**src/rtl/crxfd_pkg.sv**
```systemverilog
// Shared types and constants for the CAN receive frame decoder FIFO.
// Used by crxfd_decode, crxfd_fifo, the top level and its checker.
// No dependencies.
`default_nettype none

package crxfd_pkg;

   // FIFO geometry
   localparam int FIFO_DEPTH = 16;
   localparam int PTR_W      = (FIFO_DEPTH > 1) ? $clog2(FIFO_DEPTH) : 1;
   localparam int CNT_W      = $clog2(FIFO_DEPTH + 1);

   // Field widths
   localparam int ID_W     = 29;
   localparam int LEN_W    = 4;
   localparam int PAY_W    = 64;
   localparam int FILL_W   = 5;
   localparam int NUM_BYTE = PAY_W / 8;

   // Stream widths (byte padded)
   localparam int REQ_DATA_W = 104;
   localparam int RSP_DATA_W = 112;

   // Command codes carried in tuser
   localparam logic CMD_PUSH = 1'b0;
   localparam logic CMD_POP  = 1'b1;

   // Raw image decode constants
   localparam int             EXT_FLAG_BIT = 3;
   localparam int             RTR_FLAG_BIT = 6;
   localparam logic [LEN_W-1:0] MAX_LEN    = LEN_W'(8);

   // One decoded message as stored in the FIFO
   typedef struct packed {
      logic [LEN_W-1:0] data_length;
      logic             is_remote;
      logic             is_extended;
      logic [ID_W-1:0]  frame_id;
      logic [PAY_W-1:0] payload;
   } msg_type;

   // Operation request to the FIFO
   typedef struct packed {
      logic push;
      logic pop;
   } fifo_ctrl_type;

   // FIFO response for the current beat
   typedef struct packed {
      logic              ok;
      logic [FILL_W-1:0] fill;
   } fifo_stat_type;

endpackage : crxfd_pkg

`default_nettype wire

```
**src/rtl/crxfd_decode.sv**
```systemverilog
// Combinational decode of one raw CAN receive-buffer image into a message.
// Depends on crxfd_pkg.
`default_nettype none

module crxfd_decode
   import crxfd_pkg::*;
(
   input  wire logic [7:0]       id_high_byte,
   input  wire logic [7:0]       id_low_byte,
   input  wire logic [7:0]       ext_mid_byte,
   input  wire logic [7:0]       ext_low_byte,
   input  wire logic [7:0]       length_byte,
   input  wire logic [PAY_W-1:0] payload_raw,
   output msg_type               msg
);

   logic [LEN_W-1:0] raw_len;
   logic [LEN_W-1:0] len;
   logic             ext;
   logic [ID_W-1:0]  id_ext;
   logic [ID_W-1:0]  id_std;
   logic [PAY_W-1:0] masked;

   // Flags and saturated length
   assign ext     = id_low_byte[EXT_FLAG_BIT];
   assign raw_len = length_byte[LEN_W-1:0];
   assign len     = (raw_len > MAX_LEN) ? MAX_LEN : raw_len;

   // Identifier assembly: extended is 8+3+2+8+8 bits, standard is 8+3
   assign id_ext = {id_high_byte, id_low_byte[7:5], id_low_byte[1:0],
                    ext_mid_byte, ext_low_byte};
   assign id_std = {(ID_W - 11)'(0), id_high_byte, id_low_byte[7:5]};

   // Zero payload bytes past the length
   always_comb begin
      for (int i = 0; i < NUM_BYTE; i++) begin
         masked[i*8 +: 8] = (LEN_W'(i) < len) ? payload_raw[i*8 +: 8] : 8'h00;
      end
   end

   always_comb begin
      msg.data_length = len;
      msg.is_remote   = length_byte[RTR_FLAG_BIT];
      msg.is_extended = ext;
      msg.frame_id    = ext ? id_ext : id_std;
      msg.payload     = masked;
   end

endmodule : crxfd_decode

`default_nettype wire

```
**src/rtl/crxfd_fifo.sv**
```systemverilog
// Ring FIFO of decoded messages with registered read data.
// Depends on crxfd_pkg.
`default_nettype none

module crxfd_fifo
   import crxfd_pkg::*;
(
   input  wire logic          clock,
   input  wire logic          reset,
   input  wire fifo_ctrl_type ctrl,
   input  wire msg_type       wr_msg,
   output msg_type            rd_msg,
   output fifo_stat_type      stat
);

   msg_type          mem [FIFO_DEPTH];
   msg_type          rd_msg_ff;
   logic [PTR_W-1:0] wr_ptr_ff, wr_ptr_in;
   logic [PTR_W-1:0] rd_ptr_ff, rd_ptr_in;
   logic [CNT_W-1:0] count_ff, count_in;
   logic             full;
   logic             empty;
   logic             do_wr;
   logic             do_rd;

   assign full  = (count_ff == CNT_W'(FIFO_DEPTH));
   assign empty = (count_ff == '0);
   assign do_wr = ctrl.push && !full;
   assign do_rd = ctrl.pop && !empty;

   // Pointer and occupancy next state
   always_comb begin
      wr_ptr_in = wr_ptr_ff;
      rd_ptr_in = rd_ptr_ff;
      count_in  = count_ff;
      if (do_wr) begin
         wr_ptr_in = (wr_ptr_ff == PTR_W'(FIFO_DEPTH - 1)) ? '0 : wr_ptr_ff + 1'b1;
         count_in  = count_ff + 1'b1;
      end else if (do_rd) begin
         rd_ptr_in = (rd_ptr_ff == PTR_W'(FIFO_DEPTH - 1)) ? '0 : rd_ptr_ff + 1'b1;
         count_in  = count_ff - 1'b1;
      end
   end

   always_ff @(posedge clock) begin
      if (reset) begin
         wr_ptr_ff <= '0;
         rd_ptr_ff <= '0;
         count_ff  <= '0;
      end else begin
         wr_ptr_ff <= wr_ptr_in;
         rd_ptr_ff <= rd_ptr_in;
         count_ff  <= count_in;
      end
   end

   // Storage write port
   always_ff @(posedge clock) begin
      if (do_wr) begin
         mem[wr_ptr_ff] <= wr_msg;
      end
   end

   // Storage read port, registered
   always_ff @(posedge clock) begin
      if (do_rd) begin
         rd_msg_ff <= mem[rd_ptr_ff];
      end
   end

   assign rd_msg    = rd_msg_ff;
   assign stat.ok   = do_wr || do_rd;
   assign stat.fill = FILL_W'(count_in);

endmodule : crxfd_fifo

`default_nettype wire

```
**src/rtl/can_rx_frame_decode_fifo.sv**
```systemverilog
// CAN receive frame decoder with message FIFO, top level.
// An accepted request beat goes through the input register, then FIFO update
// and result register. Throughput: one request beat per cycle while the
// response channel is not stalled; one memory port operation per beat.
// Reset: synchronous, active high; empties the FIFO and both pipeline stages.
// Depends on crxfd_pkg, crxfd_decode and crxfd_fifo.
`default_nettype none

module can_rx_frame_decode_fifo
   import crxfd_pkg::*;
(
   input  wire logic                  clock,
   input  wire logic                  reset,
   // request channel
   input  wire logic                  req_tvalid,
   output logic                       req_tready,
   // id_high_byte[7:0], id_low_byte[15:8], ext_mid_byte[23:16],
   // ext_low_byte[31:24], length_byte[39:32], payload_raw[103:40]
   input  wire logic [REQ_DATA_W-1:0] req_tdata,
   // command[0]
   input  wire logic                  req_tuser,
   // response channel
   output logic                       rsp_tvalid,
   input  wire logic                  rsp_tready,
   // accepted[0], frame_id[29:1], is_extended[30], is_remote[31],
   // data_length[35:32], payload[99:36], fill_count[104:100], zero[111:105]
   output logic [RSP_DATA_W-1:0]      rsp_tdata
);

   logic                  in_valid_ff;
   logic [REQ_DATA_W-1:0] in_data_ff;
   logic                  in_cmd_ff;
   logic                  rsp_valid_ff;
   logic                  ok_ff;
   logic                  pop_ff;
   logic [FILL_W-1:0]     fill_ff;
   logic                  advance;
   msg_type               dec_msg;
   msg_type               rd_msg;
   msg_type               out_msg;
   fifo_ctrl_type         ctrl;
   fifo_stat_type         stat;

   // Handshake: input stage moves on when the result register is free
   assign advance    = in_valid_ff && (!rsp_valid_ff || rsp_tready);
   assign req_tready = !in_valid_ff || advance;

   // Input register
   always_ff @(posedge clock) begin
      if (reset) begin
         in_valid_ff <= 1'b0;
      end else if (req_tready) begin
         in_valid_ff <= req_tvalid;
      end
   end

   always_ff @(posedge clock) begin
      if (req_tvalid && req_tready) begin
         in_data_ff <= req_tdata;
         in_cmd_ff  <= req_tuser;
      end
   end

   // Decode of the held image
   crxfd_decode u_decode (
      .id_high_byte (in_data_ff[7:0]),
      .id_low_byte  (in_data_ff[15:8]),
      .ext_mid_byte (in_data_ff[23:16]),
      .ext_low_byte (in_data_ff[31:24]),
      .length_byte  (in_data_ff[39:32]),
      .payload_raw  (in_data_ff[103:40]),
      .msg          (dec_msg)
   );

   // FIFO operation for the beat leaving the input stage
   assign ctrl.push = advance && (in_cmd_ff == CMD_PUSH);
   assign ctrl.pop  = advance && (in_cmd_ff == CMD_POP);

   crxfd_fifo u_fifo (
      .clock  (clock),
      .reset  (reset),
      .ctrl   (ctrl),
      .wr_msg (dec_msg),
      .rd_msg (rd_msg),
      .stat   (stat)
   );

   // Result register
   always_ff @(posedge clock) begin
      if (reset) begin
         rsp_valid_ff <= 1'b0;
      end else if (advance) begin
         rsp_valid_ff <= 1'b1;
      end else if (rsp_tready) begin
         rsp_valid_ff <= 1'b0;
      end
   end

   always_ff @(posedge clock) begin
      if (advance) begin
         ok_ff   <= stat.ok;
         pop_ff  <= (in_cmd_ff == CMD_POP);
         fill_ff <= stat.fill;
      end
   end

   // Message fields only show for a successful pop
   assign out_msg = (pop_ff && ok_ff) ? rd_msg : '0;

   assign rsp_tvalid = rsp_valid_ff;
   assign rsp_tdata  = {(RSP_DATA_W - 105)'(0), fill_ff, out_msg.payload,
                        out_msg.data_length, out_msg.is_remote,
                        out_msg.is_extended, out_msg.frame_id, ok_ff};

endmodule : can_rx_frame_decode_fifo

`default_nettype wire

```
**config.mk**
```make
export PLATFORM = sky130hd
export DESIGN_NAME = can_rx_frame_decode_fifo
export DESIGN_NICKNAME = d
export VERILOG_FILES = /design/src/rtl/crxfd_pkg.sv /design/src/rtl/crxfd_decode.sv /design/src/rtl/crxfd_fifo.sv /design/src/rtl/can_rx_frame_decode_fifo.sv
export SDC_FILE = /design/constraint.sdc
export NUM_CORES = 2
export LEC_CHECK = 0
export ABC_AREA = 1
export BUFFER_PORTS_ARGS = -buffer_cell sky130_fd_sc_hd__buf_2
export CAP_MARGIN = 20
export CORE_ASPECT_RATIO = 1.5
export CORE_MARGIN = 4
export CORE_UTILIZATION = 40
export CTS_CLUSTER_DIAMETER = 200
export DETAILED_ROUTE_END_ITERATION = 12
export SYNTH_ARGS = -nofsm -noshare
export SYNTH_HDL_FRONTEND = slang
export SYNTH_SLANG_ARGS = --single-unit
```
**constraint.sdc**
```tcl
create_clock -name clock -period 7.24 [get_ports clock]
set_input_delay 0.362 -clock clock [delete_from_list [all_inputs] [get_ports clock]]
set_output_delay 0.362 -clock clock [all_outputs]
set_load 0.01 [all_outputs]
```
==> impl_metrics.py <==
metrics = {
    "power_and_ir_drop": {
        "peakVddDrop_mv": 0.202,
        "power_density_nw_per_um2": 261,
        "leakagePower_nw": 27.0,
        "fin_total_pwr_mw": 20.7,
    },
    "hold_path": {
        "hold_class": "primary input to flop",
        "hold_start": "req_tvalid",
    },
    "sta": {
        "tns_ps": 0,
        "fmax_ghz": 0.259,
        "setup_viol": 0,
        "hold_viol": 0,
        "max-slew-margin-rel_pct": 22.8,
        "slew_viol_final": 0,
        "tightest_slew_ps": 1160,
        "fin_skew_ps": 27.7,
        "post-route-period-util_pct": 53.4,
        "finalCriticalPeriod_ps": 3870,
        "rsz0062_at_grt": "no",
    },
    "route": {
        "viasPerCell": 5.44,
        "final_antenna_net_count": 0,
        "wire_per_inst_um": 23.4,
        "wirelength_mm": 184,
        "detail_route.first_pass.iterations": 6,
        "route.detailed.drc": 0,
        "vias": 42800,
        "drt_iter0_drc": 4001,
    },
    "synth": {
        "ys.flop_type": "edfxtp_1",
        "netlist.area_leader.share_pct": 76.7,
        "syn_avg_cell_area_sq_um": 13.3,
        "synth.distinct_cells": 24,
        "synthTopCellsByArea": "edfxtp_1, nor2_1, o21ai_0",
        "ys_ff_latch": 1805,
        "async_reset_ff_share_pct": 0,
        "ys_seq_area_share_pct": 77.1,
        "yosysTopAreaCell": "edfxtp_1",
        "synth_edf_count": 1790,
        "synthTopCellsByCount": "edfxtp_1, nor2_1, o21ai_0",
        "synth_most_common_cell": "edfxtp_1",
        "synthCells": 5249,
        "ys_warn_count": 0,
        "netlist_area_sq_um": 70100,
    },
    "clocking": {
        "clk_latency_ps": 830,
        "cts_made_buffers": 164,
        "cts.htree.levels": 4,
        "post_cts_buffers": 0,
        "clk_path_buf_depth": 3,
        "path_clk_slew_ps": 60,
        "cts-root-buf": "clkbuf_16",
        "cts_tree": "yes",
        "ctsHoldBuffers": 104,
        "cts_repair_resize_count": 0,
        "numClockSinks": 1805,
    },
    "worst_setup_path": {
        "r2r_start": "u_fifo.count_ff[0]",
        "crit_start": "u_fifo.count_ff[0]",
        "critPathArrivalTime_ps": 4290,
        "cp.required_ps": 7670,
        "end_kind": "flop",
        "cp_max_fo": 39,
        "crit_type": "flop to flop",
        "crit_path_start_kind": "flop",
    },
    "final_layout": {
        "final_nets": 5589,
        "fillers": 15200,
        "multiInputGateArea_sq_um": 13700,
        "syn2layout_area_growth_pct": 13.4,
        "fin_util_pct": 45.8,
        "drive_above_1_share_pct": 9.89,
        "final-seq-area_sq_um": 54100,
    },
    "floorplan": {
        "die_w_um": 350,
        "coreArea_sq_um": 174000,
        "rows": 187,
        "ioPinCount": 223,
        "design.die.area_sq_um": 182000,
        "initial_utilization_pct": 40.4,
        "die_h_um": 521,
    },
    "run_status": {
        "status": "completed",
    },
    "grt": {
        "grt_pass1_vias": 41500,
        "track_usage_pct": 19.9,
        "grt_max_degree": 189,
        "gr-total-overflow": 0,
        "antenna_found_initial": 3,
        "grt_pass1_wl_mm": 271,
    },
    "place": {
        "gp_congestion": 0.750,
        "dp_hpwl_mm": 92.5,
        "io_buffers": 210,
    },
    "flow_run": {
        "max_cap_viol_count": 0,
    },
}
==> cells in the final DEF (no fill, tap or decap), types with 7 or more instances in the layout <==
| cell | netlist | final |
|---|---|---|
| bufinv_16 | 0 | 7 |
| nand2_1 | 274 | 273 |
| o211ai_1 | 200 | 200 |
| clkbuf_16 | 0 | 165 |
| clkinv_2 | 0 | 29 |
| nand3_1 | 215 | 215 |
| edfxtp_1 | 1790 | 1790 |
| clkinv_1 | 1 | 41 |
| dlygate4sd3_1 | 0 | 104 |
| o21ai_0 | 669 | 669 |
| ha_1 | 7 | 7 |
| nor2_4 | 0 | 18 |
| clkbuf_1 | 179 | 37 |
| buf_2 | 73 | 210 |
| o21ai_1 | 129 | 129 |
| inv_6 | 0 | 13 |
| mux2_2 | 11 | 11 |
| dfxtp_1 | 15 | 12 |
| o22ai_1 | 198 | 198 |
| nor2_1 | 1167 | 1150 |
| buf_4 | 47 | 62 |
| conb_1 | 1 | 7 |
| inv_1 | 208 | 205 |
| a21oi_1 | 13 | 13 |
| buf_12 | 0 | 14 |
==> worst paths after layout <==
kind	to	slack, ps	cells past startpoint
setup / recovery	u_fifo.mem[6][62]	3370	9
hold / removal	in_data_ff[81]	210	3
setup reg to reg	u_fifo.mem[6][62]	3370	9
hold reg to reg	pop_ff	480	0
==> final cells by class <==
| cell class | count | area share, % |
|---|---|---|
| Antenna cell | 2 | 0.00630 |
| Clock buffer | 202 | 5.37 |
| Clock inverter | 101 | 1.03 |
| Inverter | 211 | 1.03 |
| Multi-Input combinational cell | 2899 | 17.3 |
| Sequential cell | 1805 | 68.1 |
| Tap cell | 2268 | 3.57 |
| Timing Repair Buffer | 392 | 3.62 |
==> registers in the layout, indices dropped and copies added, names as in the netlist <==
register and flops:
u_fifo.mem 1584, in_data_ff 99, u_fifo.rd_msg 99, fill_ff 5
u_fifo.count_ff 5, u_fifo.rd_ptr_ff 4, u_fifo.wr_ptr_ff 4, in_cmd_ff 1
in_valid_ff 1, ok_ff 1, pop_ff 1, rsp_tvalid 1
==> kinds of logic after synthesis <==
group                      count (synthesis)  synth area share (%)
DFF                                     1805                  77.1
and+or+nand+nor                         1659                  9.28
AOI/OAI and AO/OA                       1210                  9.71
buffers and inverters                    551                  3.49
muxes                                     11                 0.177
adders and majority gates                  7                 0.125
xor gates and xnor gates                   5                0.0625
other                                      1               0.00535
==> through the flow <==
stage	instances	area, sq um	worst slack (ps)	hold WS, ps
final	7880	79400	3370	213
after global routing	7879	79400	3160	225
after CTS	7876	79400	3300	190
after detailed placement	7469	73300	3260	467
after global placement	7468	73200	3110	470
after floorplan	5255	70100	1450	451
==> power by group <==
| part | leakage, nW | switching, mW | total [mW] | internal (mW) |
|---|---|---|---|---|
| clock | 2.48 | 3.83 | 8.32 | 4.49 |
| sequential | 16.4 | 0.0455 | 11.7 | 11.6 |
| combinational | 8.04 | 0.559 | 0.776 | 0.217 |
| total | 27.0 | 4.44 | 20.7 | 16.3 |
==> per-layer routing <==
metal	part of all wire, %	vias up	GRT usage (%)
met5	0	-	0
met4	2.8	0	6.42
met3	6.1	299	2.55
met2	50	1443	34.1
met1	41	21600	26.5
li1	-	19500	-
==> worst max-delay path, cell delays in order (launching register included) <==
cell	delay, ps
dfxtp_1	350
inv_1	90
ha_1	250
nand3_1	140
nand2_1	300
inv_1	370
nand2_1	330
nor2_4	170
buf_4	530
buf_4	840
Power figures use the tool's default switching activity.
